**config.mk**
```make
export PLATFORM = sky130hd
export DESIGN_NAME = packet_line_frame_reassembler_core
export DESIGN_NICKNAME = d
export VERILOG_FILES = /design/src/hdl/plfr_pkg.sv /design/src/hdl/plfr_frame_ram.sv /design/src/hdl/plfr_readout.sv /design/src/hdl/packet_line_frame_reassembler_core.sv
export VERILOG_INCLUDE_DIRS = /design/src /design/src/hdl
export SDC_FILE = /design/constraint.sdc
export NUM_CORES = 1
export LEC_CHECK = 0
export BUFFER_PORTS_ARGS = -buffer_cell sky130_fd_sc_hd__buf_4
export CAP_MARGIN = 20
export CORE_ASPECT_RATIO = 0.6
export CORE_MARGIN = 3
export CORE_UTILIZATION = 49
export DETAILED_ROUTE_END_ITERATION = 12
export PLACE_DENSITY = 0.67
export SYNTH_ARGS = -nofsm -noshare
export SYNTH_HDL_FRONTEND = slang
export SYNTH_SLANG_ARGS = --single-unit
```
**constraint.sdc**
```tcl
create_clock -name clk -period 2.2 [get_ports clk]
set_input_delay 0.22 -clock clk [delete_from_list [all_inputs] [get_ports clk]]
set_output_delay 0.22 -clock clk [all_outputs]
set_load 0.005 [all_outputs]
```
**src/hdl/packet_line_frame_reassembler_core_assert.svh**
```systemverilog
`ifndef PACKET_LINE_FRAME_REASSEMBLER_CORE_ASSERT_SVH
`define PACKET_LINE_FRAME_REASSEMBLER_CORE_ASSERT_SVH

// Same-cycle implication, checked outside reset.
`define PLFR_ASSERT_NOW(label, ante, cons) \
  label: assert property (@(posedge clk) disable iff (rst) (ante) |-> (cons)) \
    else $error("plfr: same-cycle check failed");

// Next-cycle implication, checked outside reset.
`define PLFR_ASSERT_NEXT(label, ante, cons) \
  label: assert property (@(posedge clk) disable iff (rst) (ante) |=> (cons)) \
    else $error("plfr: next-cycle check failed");

`endif

```
**src/hdl/plfr_pkg.sv**
```systemverilog
package plfr_pkg;

  localparam int FRAME_BUF_LEN = 64;
  localparam int ADDR_W = $clog2(FRAME_BUF_LEN);

  localparam logic [7:0] ZERO_BYTE = 8'h00;
  localparam logic [7:0] NEWLINE_BYTE = 8'h0A;
  localparam logic [7:0] MASK_RESET = 8'h01;

  // Largest byte count a frame may hold before it is dropped.
  localparam logic [ADDR_W-1:0] CNT_MAX = ADDR_W'(FRAME_BUF_LEN - 1);

  typedef enum logic {
    RD_IDLE,
    RD_RUN
  } plfr_rd_state_t;

  typedef struct packed {
    logic              start;
    logic [ADDR_W-1:0] last_addr;
  } plfr_start_t;

endpackage

```
**src/hdl/plfr_frame_ram.sv**
```systemverilog
module plfr_frame_ram (
  input  logic                        clk,
  input  logic                        we,
  input  logic [plfr_pkg::ADDR_W-1:0] waddr,
  input  logic [7:0]                  wdata,
  input  logic                        re,
  input  logic [plfr_pkg::ADDR_W-1:0] raddr,
  output logic [7:0]                  rdata
);
  import plfr_pkg::*;

  logic [7:0] mem [FRAME_BUF_LEN];

  always_ff @(posedge clk) begin
    if (we) begin
      mem[waddr] <= wdata;
    end
  end

  always_ff @(posedge clk) begin
    if (re) begin
      rdata <= mem[raddr];
    end
  end

endmodule

```
**src/hdl/plfr_readout.sv**
```systemverilog
module plfr_readout (
  input  logic                        clk,
  input  logic                        rst,
  input  plfr_pkg::plfr_start_t       start_req,
  output logic                        busy,
  output logic                        rd_en,
  output logic [plfr_pkg::ADDR_W-1:0] rd_addr,
  input  logic [7:0]                  rd_data,
  output logic                        frame_valid,
  input  logic                        frame_stall,
  output logic [7:0]                  frame_byte,
  output logic                        frame_last
);
  import plfr_pkg::*;
  `include "packet_line_frame_reassembler_core_assert.svh"

  plfr_rd_state_t state, state_next;
  logic [ADDR_W-1:0] last_addr;
  logic pend;
  logic pend_last;
  logic load;
  logic at_end;

  // The RAM read register holds a byte (pend) until the output register can take it.
  assign load = pend && (!frame_valid || !frame_stall);
  assign at_end = (rd_addr == last_addr);
  assign busy = (state == RD_RUN);

  always_comb begin
    state_next = state;
    rd_en = 1'b0;
    case (state)
      RD_IDLE: begin
        if (start_req.start) begin
          state_next = RD_RUN;
        end
      end
      RD_RUN: begin
        rd_en = !pend || load;
        if (rd_en && at_end) begin
          state_next = RD_IDLE;
        end
      end
      default: begin
        state_next = RD_IDLE;
      end
    endcase
  end

  always_ff @(posedge clk) begin
    if (rst) begin
      state <= RD_IDLE;
    end else begin
      state <= state_next;
    end
  end

  always_ff @(posedge clk) begin
    if (state == RD_IDLE && start_req.start) begin
      rd_addr <= '0;
      last_addr <= start_req.last_addr;
    end else if (rd_en) begin
      rd_addr <= rd_addr + 1'b1;
    end
    if (rd_en) begin
      pend_last <= at_end;
    end
  end

  always_ff @(posedge clk) begin
    if (rst) begin
      pend <= 1'b0;
      frame_valid <= 1'b0;
    end else begin
      if (rd_en) begin
        pend <= 1'b1;
      end else if (load) begin
        pend <= 1'b0;
      end
      if (load) begin
        frame_valid <= 1'b1;
      end else if (!frame_stall) begin
        frame_valid <= 1'b0;
      end
    end
  end

  always_ff @(posedge clk) begin
    if (load) begin
      frame_byte <= rd_data;
      frame_last <= pend_last;
    end
  end

  `PLFR_ASSERT_NOW(a_read_only_running, rd_en, state == RD_RUN)
  `PLFR_ASSERT_NOW(a_start_only_idle, start_req.start, state == RD_IDLE)
  `PLFR_ASSERT_NEXT(a_pend_held, pend && !load, pend)
  `PLFR_ASSERT_NEXT(a_end_goes_idle, rd_en && at_end, state == RD_IDLE)

endmodule

```
**src/hdl/packet_line_frame_reassembler_core.sv**
```systemverilog
// Packet line frame reassembler.
// Input channel: one received packet byte per beat (packet_byte, is_header),
// with in_valid / in_stall. Output channel: one frame byte per beat
// (frame_byte, frame_last) with frame_valid / frame_stall; frame_last marks
// the newline that closes a frame.
// The header mask register is written with start_flag_mask_we and
// start_flag_mask_wdata; the user must write it only while the block is idle,
// which the block itself does not enforce. It resets to 1.
// An accepted input beat writes at most one byte into the frame RAM.
// A newline beat starts a readout of the whole frame: the input stalls
// while the RAM is read in order, and each byte passes the RAM read
// register and then the output register. Readout streams one byte per
// cycle while frame_stall is low, through the single RAM read port.
// When frame_stall is high the readout holds its RAM read and waits; no byte
// is lost. Reset clears sync, the byte count and the readout; the RAM content
// is not cleared and is only read where the current frame wrote it.
module packet_line_frame_reassembler_core (
  input  logic       clk,
  input  logic       rst,
  input  logic       start_flag_mask_we,
  input  logic [7:0] start_flag_mask_wdata,
  input  logic       in_valid,
  output logic       in_stall,
  input  logic [7:0] packet_byte,
  input  logic       is_header,
  output logic       frame_valid,
  input  logic       frame_stall,
  output logic [7:0] frame_byte,
  output logic       frame_last
);
  import plfr_pkg::*;

  logic [7:0] start_flag_mask;
  logic [ADDR_W-1:0] frame_count;
  logic in_sync;
  logic skip_packet_rest;

  logic accept;
  logic payload;
  logic store;
  logic busy;
  logic rd_en;
  logic [ADDR_W-1:0] rd_addr;
  logic [7:0] rd_data;
  plfr_start_t start_req;

  assign in_stall = busy;
  assign accept = in_valid && !busy;
  assign payload = accept && !is_header && in_sync && !skip_packet_rest
                   && (packet_byte != ZERO_BYTE);
  assign store = payload && (frame_count < CNT_MAX);
  assign start_req.start = store && (packet_byte == NEWLINE_BYTE);
  assign start_req.last_addr = frame_count;

  always_ff @(posedge clk) begin
    if (rst) begin
      start_flag_mask <= MASK_RESET;
    end else if (start_flag_mask_we) begin
      start_flag_mask <= start_flag_mask_wdata;
    end
  end

  always_ff @(posedge clk) begin
    if (rst) begin
      frame_count <= '0;
      in_sync <= 1'b0;
      skip_packet_rest <= 1'b0;
    end else if (accept) begin
      if (is_header) begin
        skip_packet_rest <= 1'b0;
        if ((packet_byte & start_flag_mask) != 8'h00) begin
          frame_count <= '0;
          in_sync <= 1'b1;
        end
      end else if (in_sync && !skip_packet_rest) begin
        if (packet_byte == ZERO_BYTE) begin
          skip_packet_rest <= 1'b1;
        end else if (!store || start_req.start) begin
          // Overflow drops the frame; a newline closes it when it requests the readout.
          frame_count <= '0;
          in_sync <= 1'b0;
        end else begin
          frame_count <= frame_count + 1'b1;
        end
      end
    end
  end

  plfr_frame_ram u_ram (
    .clk   (clk),
    .we    (store),
    .waddr (frame_count),
    .wdata (packet_byte),
    .re    (rd_en),
    .raddr (rd_addr),
    .rdata (rd_data)
  );

  plfr_readout u_readout (
    .clk         (clk),
    .rst         (rst),
    .start_req   (start_req),
    .busy        (busy),
    .rd_en       (rd_en),
    .rd_addr     (rd_addr),
    .rd_data     (rd_data),
    .frame_valid (frame_valid),
    .frame_stall (frame_stall),
    .frame_byte  (frame_byte),
    .frame_last  (frame_last)
  );

endmodule

```
==> results.cfg, run 1 <==
[clocking]
cts_root_buffer = clkbuf_16
tritoncts_num_sinks = 561
worstSkewPairLatency_ns = 0.58
post_cts_clock_slew_at_the_launch_and_capture_registers_of_the_worst_setup_and_hold_paths_ns = 0.07
cts_max_level = 2
clock_path_buffers = 3
cts_tree = yes
cts-buffers-inserted = 50

[route]
firstDrtPassIters = 5
route.antenna.remaining_nets = 0
drt_wl_total_um = 56000
drt-wirelength-per-cell_um = 27.8
drc_errors = 0
starting_drc_count_in_detailed_routing = 1592
vias_per_inst = 6.07
via_count = 12200

[global_route]
grt_usage_pct = 23.8
first_global_vias = 12000
maximum_number_of_pins_on_one_net_before_global_route_repair = 67
initial_antenna_violation_count = 1
first_pass_grt_wire_length_um = 82200
grt_overflow_total = 0

[layout]
post_route_utilization_pct = 61.7
synthToLayoutAreaGrowth_pct = 22.9
multi_input_gate_area_sq_um = 5580
fillerInstances = 2985
sequential_cell_area_sq_um = 16600
design.final.nets = 1419
drive_gt1_share_pct = 37.0

[placed_design]
gp_congestion = 0.864
buffer_ports.inserted = 32
detailedPlacementHpwl_um = 36300

[synthesis]
mappedNetlistNets = 1168
total_of_warnings_raised_by_yosys = 0
yosysTopAreaCellShare_pct = 72.9
synthesis.area_sq_um = 22100
synthesized_netlist_cell_count = 1144
yosysSeqAreaShare_pct = 75.2
synth_top_cells_by_area = edfxtp_1 73%, mux4_2 8.2%, mux2i_1 3.4%
postSynth.topFlopCell = edfxtp_1
synth.distinct_cells = 65
asyncSetResetFlopFracSynth_pct = 0
postSynthAreaPerCell_sq_um = 19.3
synth_seq_cells = 561
synth.largest_area_cell = edfxtp_1
yosys-top-cells-count = 536 x edfxtp_1, 94 x nor2_1, 80 x mux4_2, 75 x mux2i_1, 32 x mux2_2
synth_most_common_cell = edfxtp_1
synth_enable_flop_cells = 536

[power_and_ir_drop]
total_power_mw = 23.0
power.leakage_nw = 8.85
ir_drop_mv = 0.531
power.density_cell_area_nw_per_um2 = 848

[worst_setup_path]
cell_type_of_the_slowest_stage_on_the_worst_timing_path = dfxtp_4
criticalPathCategory = reg -> reg
cp_slowest_stage_delay_ns = 0.39
crit_path_end_kind = flip-flop
cp_common_cell = buf_4
path_cells = buf_4, nand3b_1, buf_12, o221ai_1, a21oi_2, buf_4, a22oi_1, o211a_1
critical_path_required_ns = 2.64
setup.worst_path.start_class = flip-flop
arrival_ns = 2.66
cp_max_fo = 8

[die]
starting_density_of_the_core_pct = 50.2
floorplan.die.height_um = 170
num_rows = 59
die_width_um = 280
core_area_sq_um = 43900
io-pin-count = 33
design.die.area_sq_um = 47700

[timing]
final-max-slew-violation-count = 0
timing.clock.skew_ns = 0.0195
period_share_pct = 101
timing_worst_slew_pin_value_ns = 0.896
fmax_mhz = 450
grt_setup_unrepaired = yes
finalSetupViolCount = 2
postLayoutSetupSlackWorst_ns = -0.0202
hold_viol = 0
max_slew_margin_pct = 40.0
time_the_worst_path_needs_with_i_o_delays_and_setup_ns = 2.22

[run_status]
failed_checks = setup timing
status = complete, but fails checks

[job]
max_cap_viol_count = 0

[hold_path]
hp-class = in -> reg
-- cells by family after synthesis --
family / after synthesis / synth area share (%)
and+or+nand+nor: 177 / 3.73
AOI/OAI and AO/OA: 132 / 4.45
muxes: 194 / 14.0
buffers and inverters: 66 / 1.98
adders and majority gates: 2 / 0.113
xor gates and xnor gates: 12 / 0.476
DFF: 561 / 75.2
-- cells in the final DEF, fill, tap and decap left out, types with 6 or more instances in the layout --
cell	Yosys	routed
a21oi_1	21	11
a21oi_2	0	9
a221o_1	7	7
a221oi_1	16	13
a22oi_1	16	13
buf_12	2	23
buf_4	9	175
buf_6	12	29
buf_8	1	6
bufinv_16	0	7
clkbuf_1	14	7
clkbuf_16	0	55
clkinv_1	1	19
clkinv_2	0	7
dfxtp_1	25	21
dlygate4sd3_1	0	25
edfxtp_1	536	536
mux2_2	32	32
mux2i_1	75	69
mux4_1	7	7
mux4_2	80	80
nand2_1	30	29
nand2b_1	8	8
nand3_1	8	6
nand4_1	6	6
nor2_1	94	36
nor2_2	0	20
nor2_4	0	38
nor2b_1	7	6
o211ai_1	9	9
o21ai_0	15	8
o21ai_1	5	8
o221ai_1	11	9
xnor2_1	6	6
xor2_1	6	6
-- critical path, delay by kind of cell (launching register included) --
kind                   cells  cell delay [ns]
buffers and inverters      3             0.57
DFF                        1             0.39
and+or+nand+nor            1             0.25
AOI/OAI and AO/OA          4             0.85
-- flip-flops by register name, summed over array words and instances, names as in the netlist --
register               flops
u_ram.mem                512
start_flag_mask            8
u_ram.rdata                8
u_readout.frame_byte       8
frame_count                6
u_readout.last_addr        6
u_readout.rd_addr          6
in_sync                    1
skip_packet_rest           1
u_readout.busy             1
u_readout.frame_last       1
u_readout.frame_valid      1
u_readout.pend             1
u_readout.pend_last        1
-- per-stage QoR --
stage	instances	TNS (ns)	hold slack, ns	worst slack [ns]	area (sq um)
finish	2015	-0.0235	0.192	-0.0202	27100
global route	2014	-0.181	0.167	-0.0509	27100
CTS	2008	-0.00735	0.183	-0.00543	26700
detailed placement	1884	-105.12	0.413	-0.469	24300
global placement	1884	-96.53	0.413	-0.367	24300
floorplan	1144	-19.96	0.317	-0.0931	22100
-- metal layers --
metal  GRT usage (%)  share of wire [%]  vias to the layer above
met1            37.7                 45                     6332
met5               0                  0                        -
met2            32.6                 42                      639
met3            7.46                 12                       65
met4            4.29                1.3                        0
li1                -                  -                     5191
-- final cells by class --
cell class / count / area share (%)
clock inverters: 32 / 1.15
clock buffers: 60 / 4.99
flip-flops and latches: 561 / 61.2
multi-input cells: 517 / 20.6
repair buffers: 261 / 9.29
inverters: 4 / 0.0554
well taps: 579 / 2.67
diodes: 1 / 0.00923
-- where the power goes --
part	total [mW]	internal (mW)	switching [mW]
clock	8.97	5.18	3.79
combinational	2.29	1.16	1.13
sequential	11.7	11.7	0.0255
total	23.0	18.0	4.95
-- repair_timing --
item	CTS	global route
resized for setup	106	83
endpoints found under the hold margin	17	0
cloned	1	2
hold buffers	25	0
buffers inserted	6	4
setup endpoints to repair	520	413
pin swaps	8	15
-- final timing paths --
kind	from	endpoint	slack, ns	cells past startpoint
worst max-delay path	u_readout.rd_addr[1]$_SDFFE_PP0P_	u_ram.rdata[0]$_DFFE_PP_	-0.02	8
worst min-delay path	in_valid	skip_packet_rest$_SDFFE_PP0P_	0.19	4
worst max register to register	u_readout.rd_addr[1]$_SDFFE_PP0P_	u_ram.rdata[0]$_DFFE_PP_	-0.02	8
worst min register to register	u_readout.pend_last$_DFFE_PP_	u_readout.frame_last$_DFFE_PP_	0.43	0
(Power assumes the default switching activity.)
==> run 2, diff against run 1 <==
--- a/config.mk
+++ b/config.mk
@@ -6,13 +6,14 @@
 export SDC_FILE = /design/constraint.sdc
 export NUM_CORES = 1
 export LEC_CHECK = 0
+export ABC_AREA = 1
 export BUFFER_PORTS_ARGS = -buffer_cell sky130_fd_sc_hd__buf_4
 export CAP_MARGIN = 20
 export CORE_ASPECT_RATIO = 0.6
 export CORE_MARGIN = 3
 export CORE_UTILIZATION = 49
 export DETAILED_ROUTE_END_ITERATION = 12
-export PLACE_DENSITY = 0.67
+export PLACE_DENSITY = 0.73
 export SYNTH_ARGS = -nofsm -noshare
 export SYNTH_HDL_FRONTEND = slang
 export SYNTH_SLANG_ARGS = --single-unit
==> constraint.sdc (replaced) <==
create_clock -name clk -period 2.2 [get_ports clk]
set_input_delay 0.44 -clock clk [delete_from_list [all_inputs] [get_ports clk]]
set_output_delay 0.44 -clock clk [all_outputs]
set_load 0.005 [all_outputs]
==> results.cfg, run 2 <==
[timing]
max_slew_margin_pct = 34.6
finalSetupViolCount = 0
grt_setup_unrepaired = yes
fmax_mhz = 462
time_the_worst_path_needs_with_i_o_delays_and_setup_ns = 2.16
timing.clock.skew_ns = 0.0157
final-max-slew-violation-count = 0
postLayoutSetupSlackWorst_ns = 0.0370
timing_worst_slew_pin_value_ns = 0.981
period_share_pct = 98.3
hold_viol = 0

[worst_setup_path]
reg2reg_depth = 11
worst_r2r_src = frame_count[0]$_SDFFE_PP0P_
cp-endpoint = u_ram.mem[8][3]$_DFFE_PP_
worst_r2r_endpoint = u_ram.mem[8][3]$_DFFE_PP_
arrival_ns = 2.46
worstSetupPathDepth = 11
critical_path.top_delay_family = simple AND/OR/NAND/NOR gates
cp.buffers_inverters = 3
cp_max_fo = 9
path_cells = ha_1, nand2_2, inv_2, nand2_2, o21ai_2, nor2_8, inv_4, nor2_8, nand3_4, nor2_1, buf_4
r2r_slack_ns = 0.04
crit_path_end_kind = flip-flop
cp_slowest_stage_delay_ns = 0.32
setup.worst_path.start = frame_count[0]$_SDFFE_PP0P_
critical_path_required_ns = 2.49
setup.worst_path.start_class = flip-flop
criticalPathCategory = reg -> reg
cell_type_of_the_slowest_stage_on_the_worst_timing_path = dfxtp_1

[global_route]
first_pass_grt_wire_length_um = 94800
grt_usage_pct = 24.9
initial_antenna_violation_count = 2
maximum_number_of_pins_on_one_net_before_global_route_repair = 81
first_global_vias = 15700
grt_overflow_total = 0

[synthesis]
yosys-top-cells-count = 751 x nand2_1, 536 x edfxtp_1, 292 x nand3_1, 190 x inv_1, 176 x nor2_1
asyncSetResetFlopFracSynth_pct = 0
synth.distinct_cells = 27
yosysTopAreaCellShare_pct = 68.1
synthesized_netlist_cell_count = 2212
synth_most_common_cell = nand2_1
postSynth.topFlopCell = edfxtp_1
yosysSeqAreaShare_pct = 70.2
postSynthAreaPerCell_sq_um = 10.7
mappedNetlistNets = 2236
synth_top_cells_by_area = edfxtp_1 68%, nand2_1 12%, nand3_1 6.2%
synth.largest_area_cell = edfxtp_1
synth_seq_cells = 561
total_of_warnings_raised_by_yosys = 0
synthesis.area_sq_um = 23700
synth_enable_flop_cells = 536

[hold_path]
hp-class = in -> reg
worst_hold_path.num_cells = 3

[placed_design]
buffer_ports.inserted = 32
cell_area_reported_after_detailed_placement_sq_um = 25300
detailedPlacementHpwl_um = 40600
gp_congestion = 0.967
numPlacedInstances = 2894
placement.setup.worst_slack_ns = -0.0294

[power_and_ir_drop]
ir_drop_mv = 0.557
cellInternalPower_mw = 16.5
seq_power_share_pct = 56.7
power.density_cell_area_nw_per_um2 = 765
power.switching_fraction_pct = 20.2
total_power_mw = 20.6
pwr-share-clk_pct = 40.6
gate_power_share_pct = 2.7
power.leakage_nw = 10.7
p_sw_mw = 4.17

[route]
firstDrtPassIters = 7
route.antenna.remaining_nets = 0
drc_errors = 0
vias_per_inst = 5.62
drt_wl_total_um = 63400
via_count = 16800
starting_drc_count_in_detailed_routing = 2509
drt-wirelength-per-cell_um = 21.3

[clocking]
clock_path_buffers = 3
worstSkewPairLatency_ns = 0.58
cts_max_level = 2
cts-buffers-inserted = 47
tritoncts_num_sinks = 561
cts_root_buffer = clkbuf_16
cts_tree = yes
post_cts_clock_slew_at_the_launch_and_capture_registers_of_the_worst_setup_and_hold_paths_ns = 0.07

[die]
num_rows = 61
starting_density_of_the_core_pct = 50.3
floorplan.die.height_um = 176
design.die.area_sq_um = 51000
io-pin-count = 33
die_width_um = 290
core_area_sq_um = 47000

[layout]
drive_gt1_share_pct = 11.4
finish.instance_area_sq_um = 27000
mostFrequentLayoutCells = 751 x nand2_1, 536 x edfxtp_1, 292 x nand3_1
design.final.nets = 2340
final_common_cell = nand2_1
finish.cell_count_without_fillers = 2984
largest-register = u_ram.mem
largest_reg_flops = 512
post_route_utilization_pct = 57.4
synthToLayoutAreaGrowth_pct = 14.0

[run_status]
status = completed

[job]
max_cap_viol_count = 0
## run 2: per-layer routing
metal	global-route usage [%]	part of all wire (%)	wire length, um	vias up
li1	-	-	-	7592
met1	38.7	42	26900	8013
met2	35.0	42	26600	1067
met3	6.68	14	8690	109
met4	5.74	1.9	1230	2
met5	0	0.014	9	-
## run 2: tightest hold or removal path, stage by stage
cell	delay, ns
buf_4	0.08
nand2_1	0.05
nand3_1	0.07
## run 2: stage by stage
step	setup TNS (ns)	hold WS, ns
floorplan	0	0.400
detailed placement	-0.832	0.406
finish	0	0.0837
CTS	0	0.0625
global placement	0	0.407
global route	-0.630	0.0846
## run 2: worst min-delay path by stage
stage	from	endpoint	slack [ns]
2_1_floorplan	u_ram.rdata[0]$_DFFE_PP_	u_readout.frame_byte[0]$_DFFE_PP_	0.40
3_3_place_gp	u_readout.pend_last$_DFFE_PP_	u_readout.frame_last$_DFFE_PP_	0.41
3_5_place_dp	u_ram.rdata[6]$_DFFE_PP_	u_readout.frame_byte[6]$_DFFE_PP_	0.41
4_1_cts	start_flag_mask_wdata[0]	start_flag_mask[0]$_SDFFE_PP1P_	0.06
5_1_grt	start_flag_mask_wdata[7]	start_flag_mask[7]$_SDFFE_PP0P_	0.08
6_report	start_flag_mask_wdata[0]	start_flag_mask[0]$_SDFFE_PP1P_	0.08
## run 2: repair_timing
| action | 4_1_cts | 5_1_grt |
|---|---|---|
| hold buffers | 0 | 0 |
| buffers inserted | 0 | 2 |
| endpoints found under the hold margin | 0 | 0 |
| endpoints found under the setup margin | 0 | 157 |
| gates resized for setup | 0 | 18 |
## run 2: kinds of logic after synthesis
group	count (synthesis)	share of synthesized area [%]
simple gates	1236	21.6
flops	561	70.2
buf+inv	309	5.50
compound gates	98	2.36
xor+xnor	6	0.222
fa+ha+maj	2	0.106
## run 2: area by class of cell
cell class / instances / area (sq um)
fillers: 3851 / 20100
flip-flops and latches: 561 / 16600
multi-input cells: 1342 / 5790
repair buffers: 164 / 1500
clock buffers: 58 / 1260
well taps: 630 / 788
inverters: 200 / 762
clock inverters: 28 / 256
diodes: 1 / 2.50
## run 2: power groups by stage
stage               Sequential (mW)  Combinational (mW)  Clock (mW)
CTS                            11.7               0.551        8.49
finish                         11.7               0.565        8.38
floorplan                      11.9               0.189           0
global route                   11.7               0.602        8.91
detailed placement             11.9               0.551           0
global placement               11.9               0.540           0
==> run 3, diff against run 2 <==
--- a/config.mk
+++ b/config.mk
@@ -6,7 +6,6 @@
 export SDC_FILE = /design/constraint.sdc
 export NUM_CORES = 1
 export LEC_CHECK = 0
-export ABC_AREA = 1
 export BUFFER_PORTS_ARGS = -buffer_cell sky130_fd_sc_hd__buf_4
 export CAP_MARGIN = 20
 export CORE_ASPECT_RATIO = 0.6
==> results.cfg, run 3 (synthesized netlist as in run 1, its figures left out) <==
[timing]
final-max-slew-violation-count = 0
grt_setup_unrepaired = yes
timing_worst_slew_pin_value_ns = 0.949
finalSetupViolCount = 8
period_share_pct = 106
time_the_worst_path_needs_with_i_o_delays_and_setup_ns = 2.33
postLayoutSetupSlackWorst_ns = -0.131
timing.clock.skew_ns = 0.0221
final.hold.worst_slack_ns = 0.0732
hold_viol = 0
fmax_mhz = 429
max_slew_margin_pct = 36.6

[run_status]
failed_checks = setup timing
status = complete, but fails checks

[layout]
mostFrequentLayoutCells = 536 x edfxtp_1, 149 x buf_4, 84 x mux4_2
synthToLayoutAreaGrowth_pct = 20.3
largest-register = u_ram.mem
finish.cell_count_without_fillers = 1942
fillerInstances = 3008
final_common_cell = edfxtp_1
diodes = 0
design.final.nets = 1350
largest_reg_flops = 512
finish.instance_area_sq_um = 26500
drive_gt1_share_pct = 37.1

[power_and_ir_drop]
power.leakage_nw = 8.46
total_power_mw = 22.4
ir_drop_mv = 0.496
power.density_cell_area_nw_per_um2 = 845

[route]
via_count = 12100
starting_drc_count_in_detailed_routing = 1594
route.antenna.remaining_nets = 0
routed-wl-met3_um = 7460
route.layer.met1.wl_um = 23700
drt-wirelength-per-cell_um = 28.8
firstDrtPassIters = 8
vias_per_inst = 6.25
route.top_layer_used = met4
met2WireLength_um = 23800
drc_errors = 0
drt_wl_total_um = 56000

[worst_setup_path]
cell_type_of_the_slowest_stage_on_the_worst_timing_path = mux4_2
path_cells = buf_12, buf_12, mux4_2, nand2b_4, o211ai_1, nand4_1, and4_1
cp_max_fo = 7
arrival_ns = 2.65
criticalPathCategory = reg -> reg
setup.worst_path.start_class = flip-flop
critical_path_required_ns = 2.52
crit_path_end_kind = flip-flop
cp_common_cell = buf_12
cp_slowest_stage_delay_ns = 0.48

[global_route]
grt_usage_pct = 23.6
grt_overflow_total = 0
maximum_number_of_pins_on_one_net_before_global_route_repair = 66
first_global_vias = 11900
initial_antenna_violation_count = 2
first_pass_grt_wire_length_um = 81300

[clocking]
post_cts_clock_slew_at_the_launch_and_capture_registers_of_the_worst_setup_and_hold_paths_ns = 0.07
cts_max_level = 2
cts_root_buffer = clkbuf_16
clock_path_buffers = 3
cts_tree = yes
tritoncts_num_sinks = 561
cts-buffers-inserted = 48
worstSkewPairLatency_ns = 0.58

[die]
starting_density_of_the_core_pct = 50.2
core_area_sq_um = 43900
design.die.area_sq_um = 47700
floorplan.die.height_um = 170
die_width_um = 280
num_rows = 59
io-pin-count = 33

[placed_design]
cell_area_reported_after_detailed_placement_sq_um = 23900
buffer_ports.inserted = 32
gp_congestion = 0.935
placement.setup.worst_slack_ns = -0.531
detailedPlacementHpwl_um = 35200
numPlacedInstances = 1821

[job]
max_cap_viol_count = 0

[hold_path]
hp-class = in -> reg
==> run 3: stage by stage <==
step	utilization, %	TNS [ns]
final	60.4	-0.436
after global routing	60.4	-0.548
after CTS	59.5	-12.58
after detailed placement	54.3	-164.01
after global placement	54.3	-144.22
after floorplan	-	-19.96
==> run 3: final timing paths <==
check                                    end  slack (ns)                              start  cells past startpoint
max                 u_ram.rdata[7]$_DFFE_PP_       -0.13  u_readout.rd_addr[0]$_SDFFE_PP0P_                      7
min          start_flag_mask[0]$_SDFFE_PP1P_        0.07           start_flag_mask_wdata[0]                      2
max reg2reg         u_ram.rdata[7]$_DFFE_PP_       -0.13  u_readout.rd_addr[0]$_SDFFE_PP0P_                      7
min reg2reg   u_readout.frame_last$_DFFE_PP_        0.42      u_readout.pend_last$_DFFE_PP_                      0
==> run 3: routing by layer <==
layer	up-vias	global-route usage [%]
met5	-	0
met4	0	5.22
met3	105	8.38
met2	793	32.8
met1	6214	36.0
li1	5032	-
==> run 3: timing repair <==
action / 4_1_cts / 5_1_grt
setup buffers: 21 / 14
hold buffers: 0 / 0
setup endpoints to repair: 520 / 512
gates cloned: 3 / 0
gates resized for setup: 140 / 73
pin swaps: 15 / 15
==> run 3: report_power, final <==
group	internal, mW	total (mW)	switching (mW)
logic	1.30	2.53	1.23
clock network	4.40	8.16	3.76
registers	11.7	11.7	0.0333
==> run 3: worst max-delay path: cells and delay by family (launching register included) <==
family / cells / cell delay (ns)
and+or+nand+nor: 3 / 0.73
muxes: 1 / 0.48
DFF: 1 / 0.45
buffers and inverters: 2 / 0.29
AOI/OAI and AO/OA: 1 / 0.12
==> run 3: area by class of cell <==
cell class	instances	area [sq um]	share of cell area, %
clock buffer	64	1300	4.91
sequential	561	16600	62.6
timing repair buffer	194	1910	7.21
inverter	4	15.0	0.0566
tap	579	724	2.73
multi-input combinational	517	5810	21.9
clock inverter	23	165	0.622
